## src/sv/ppu_ram.sv

```systemverilog
// particle pool update: generic single-port ram with registered read
// no dependencies
`timescale 1ns / 1ps

module ppu_ram #(
    parameter int WIDTH = 32,
    parameter int DEPTH = 64
) (
    input  logic                                      clk,
    input  logic                                      we,
    input  logic [(DEPTH > 1 ? $clog2(DEPTH) : 1)-1:0] addr,
    input  logic [WIDTH-1:0]                          wdata,
    output logic [WIDTH-1:0]                          rdata
);

    logic [WIDTH-1:0] mem [DEPTH];

    always_ff @(posedge clk)
    begin
        if (we)
        begin
            mem[addr] <= wdata;
        end
        rdata <= mem[addr];
    end

endmodule

```

## config.mk

```make
export PLATFORM = sky130hd
export DESIGN_NAME = ppu_ram
export DESIGN_NICKNAME = d
export VERILOG_FILES = /design/src/sv/ppu_ram.sv
export SDC_FILE = /design/constraint.sdc
export NUM_CORES = 2
export LEC_CHECK = 0
export BUFFER_PORTS_ARGS = -buffer_cell sky130_fd_sc_hd__buf_2
export CORE_ASPECT_RATIO = 0.75
export CORE_MARGIN = 4
export CORE_UTILIZATION = 46
export CTS_BUF_LIST = sky130_fd_sc_hd__clkbuf_16
export DETAILED_ROUTE_END_ITERATION = 16
export MAX_ROUTING_LAYER = met4
export PLACE_DENSITY = 0.6
export SLEW_MARGIN = 20
export SYNTH_ARGS = -nofsm -noshare
export SYNTH_HDL_FRONTEND = slang
export SYNTH_SLANG_ARGS = --single-unit
```

## constraint.sdc

```tcl
create_clock -name clk -period 8.05 [get_ports clk]
set_input_delay 2.415 -clock clk [delete_from_list [all_inputs] [get_ports clk]]
set_output_delay 2.415 -clock clk [all_outputs]
set_load 0.01 [all_outputs]
```

# ---- After elaboration in Yosys (flattened, before gate mapping)
# Memories as Yosys holds them, arrays and structs flattened. A register that Yosys moved wholly into a read port is not among the register bits.
# Cells that the tools add are included.
dict set report word_totals {
  ram_bits 2048
  output_inout_bits 32
  reg_bits 0
  memories 1
  word_cells 3
  inputBits 40
}
dict set report classes {
  n_mux 2
}
# memory depth width read_ports rd_clocked_by_memory_dff wr line_no
set memory_table {}
lappend memory_table {mem 64 32 1 1 1 16} ;# logic [WIDTH-1:0] mem [DEPTH];
# operator n
set ops {}
lappend ops {{two-way mux 1 bit} 2}

# ---- Depth between registers and ports, before layout
dict set report depth {
  word_depth 2
  mapped_depth 13
  ltp_nobuf 6
}

# ---- Least setup slack after synthesis
# No wires, ideal clock.
dict set report synth_timing {
  path_kind {input to register}
  startpoint {input port addr[2] (netlist name)}
  endpoint {memory mem[15][0] (enable)}
  path_buffers 6
  required_time_ns 7.629
  setup_ns 0.421
  path_stages 8
  slack_ns 2.396
  t_arrival_ns 5.233
  cell_sequence {buf_2 > buf_2 > buf_2 > buf_2 > buf_2 > buf_2 > nand3_1 > nor2_1}
}
# element line_no
set synth_rtl {}
lappend synth_rtl {{from (decl)} 11} ;# input logic [(DEPTH > 1 ? $clog2(DEPTH) : 1)-1:0] addr,
lappend synth_rtl {{to (decl)} 16}
# Straight into the memory's write port.

==> key figures <==
Routing
  • Drt via density: 6.35
  • Routed WL: around 220000 µm
  • First-pass iteration count of the detailed router: 8
  • DRC: 0
  • Post-route antenna net violation count: 0
  • Via count: 43218
  • DRT iter0 DRCs: 6758
  • Post-DR wirelength/cell: about 33 µm

Clock network
  • Clk root buf: clkbuf_16
  • Postcts setup bufs: 0
  • Clk_lat worst skew: 0.82 ns
  • CTS tree: done
  • Hold buffers post-CTS: 0
  • Cts bufs inserted: 194
  • # clock sinks: about 2100
  • Clock Tree Buf Depth: 3
  • Clock-pin slew on the worst setup and hold paths: 0.06 ns
  • H-Tree Depth: 4
  • CTS resizes: 0

Power
  • Pwr dens: 247 nW/µm²
  • Maximum VDD drop: 0.182 mV
  • Total Power: between 20 and 25 mW
  • Leakage power: 28.5 nW

Final layout
  • Most common cell after layout, fill and taps aside: edfxtp_1
  • Final Cell Area: 88700 µm²
  • Share of cells above drive strength 1: 0.183
  • Area delta synth->final: 12.4%
  • Non-Filler Instances: between 6000 and 7000
  • Final Util: 0.521
  • Most frequent cells in the layout: edfxtp_1 (2048), mux2i_1 (259), clkbuf_16 (200)
  • Final #Nets: 4412

Setup path
  • Crit end category: flip-flop
  • Buf+Inv Stages, Crit Path: 3
  • Slowest cell on crit path: a211oi_1
  • Critical R2R Launch: mem[13][25]$_DFFE_PP_
  • WS Path Type: in -> reg
  • Startpoint Class: input port
  • Crit-path cells: buf_8 -> buf_4 -> nor2_4 -> buf_4 -> a22o_1 -> nor3_1 -> a211oi_1 -> a2111oi_0 -> nand3_1
  • CP most frequent cell: buf_4
  • Worst r2r path cells: 5
  • Critical Path Max Stage Delay: 1.03 ns
  • Reg-to-reg critical path endpoint: rdata[25]$_DFF_P_
  • WP data required: slightly below 9 ns
  • Critical path fanouts, max: 47
  • Worst Path Arrival: 6.58 ns
  • Reg2reg setup slack: 5.26 ns
  • Delay-heaviest family, CP: compound AO/OA/AOI/OAI gates

Global routing
  • GRT Total Usage: 0.254
  • Total grt overflow: 0
  • Largest net degree at the start of global routing: 103
  • First-pass GRT wire length: approximately 320000 µm
  • Antenna violations before repair: 22
  • Vias in the first global route: 40702

Die
  • IO Count: between 70 and 80
  • Core footprint: roughly 170000 µm²
  • Placement Rows: 131
  • Die H: about 370 µm
  • Die width: a little under 500 µm
  • Die area: 178000 µm²
  • Initial Util: 0.463

Synthesis
  • Synth area leaders: edfxtp_1 (78%), mux2i_1 (3.3%), mux4_2 (2.7%), mux2_2 (2.1%), a221oi_1 (1.9%)
  • Synth top area share: 0.779
  • #FFs+latches synth: 2080
  • Post-Syn Area per Cell: around 19 µm²
  • Post-synthesis sequential area ratio: 0.787
  • Syn_nets: 4279
  • Post-synth EDFFs: 2048
  • Yosys top cell by area: edfxtp_1
  • Ys async rst share: 0
  • Synth unique cells: between 50 and 60
  • Top FF cell, synth: edfxtp_1
  • Yosys warnings: 0
  • Syn Std Cell Area: 78900 µm²
  • Synth Instances: 4239

STA
  • Clock skew: 0.0195 ns
  • Final hold violations: 0
  • Tightest hold margin: 0.656 ns
  • Fmax: 171 MHz
  • Final setup violation count: 0
  • Fin crit share: 0.725
  • RSZ-0062 raised after global routing: false
  • Post-Route Setup TNS: 0 ns
  • Slew margin rel.: 0.174
  • Final worst path period need: 5.83 ns
  • Slew Limit Fails: 0
  • Actual slew at the worst max-slew pin: between 1 and 1.5 ns
  • PnR worst setup slack: 2.22 ns

Place
  • Post-DP Area: 82700 µm²
  • Post-Place Setup Slack: ~1.5 ns
  • DP HPWL: between 100000 and 150000 µm
  • Gpl congestion: 0.861
  • Port Buffer Count: 71
  • Cells after DPL: 6433

Hold path
  • Hold Path Depth: 3
  • Worst Hold Path EP: rdata[0]$_DFF_P_
  • Hold_sp: mem[1][0]$_DFFE_PP_
  • Hold Crit Class: reg -> reg

Status
  • Outcome: completed

Run
  • Max-cap violation count: 0
==> power breakdown <==
| part | switching, mW | total (mW) | internal (mW) |
|---|---|---|---|
| Combinational | 0.830 | 1.17 | 0.342 |
| Sequential | 0.0439 | 12.0 | 12.0 |
| Clock | 3.96 | 8.70 | 4.74 |
| Total | 4.83 | 21.9 | 17.1 |
==> final cells by class <==
type / instances / area (µm²)
Tap cell: 2261 / 2830
Clock buffer: 200 / 5000
Inverter: 2 / 15.0
Sequential cell: 2080 / 62100
Antenna cell: 16 / 40.0
Timing Repair Buffer: 235 / 1700
Clock inverter: 152 / 943
Fill cell: 13413 / 81600
Multi-Input combinational cell: 1859 / 16100
==> cell usage after synthesis, types with 17 or more instances <==
cell type  number
nand3_1        54
buf_1          33
nand2b_1       18
a22oi_1       188
buf_2          83
clkbuf_1      168
o21ai_0        84
nor2_1        145
a22o_1         66
a31oi_1        43
a211oi_1       17
mux2i_1       259
a221oi_1      175
nor3_1         22
and3_1         85
o22ai_1        93
mux2_2        147
a21oi_1       121
edfxtp_1     2048
dfxtp_1        32
mux4_2         96
nand2_1        28
o22a_1         70
==> logic make-up after synthesis <==
family	Yosys count	share of synthesized area
compound gates	933	0.0866
flops	2080	0.787
buf+inv	300	0.0168
simple gates	424	0.0281
mux	502	0.0812
==> tightest hold or removal path, cell delays in order, from the launching register on <==
cell      delay [ns]
edfxtp_1        0.32
a22o_1          0.14
a311oi_1        0.09
nand4_1         0.09
==> how the worst max path moves through the flow <==
stage | from | endpoint | slack (ns) | cells past startpoint
2_1_floorplan | addr[2] | mem[15][0]$_DFFE_PP_ | 2.40 | 8
3_3_place_gp | addr[0] | rdata[20]$_DFF_P_ | 0.42 | 9
3_5_place_dp | addr[1] | rdata[6]$_DFF_P_ | 1.53 | 8
4_1_cts | addr[1] | rdata[6]$_DFF_P_ | 2.41 | 8
5_1_grt | addr[1] | rdata[6]$_DFF_P_ | 2.16 | 9
6_report | addr[1] | rdata[6]$_DFF_P_ | 2.22 | 9
==> routing by layer <==
metal | global-route usage | up-vias | wire, µm
li1 | - | 17927 | -
met1 | 0.381 | 22599 | 97100
met2 | 0.341 | 2399 | 94700
met3 | 0.0762 | 293 | 27200
met4 | 0.0578 | 0 | 4320
met5 | - | - | 0
==> registers in the layout, summed over array words and instances (netlist names) <==
register / cells
mem: 2048
rdata: 32
Note: power is estimated with default switching activity, not from simulation.
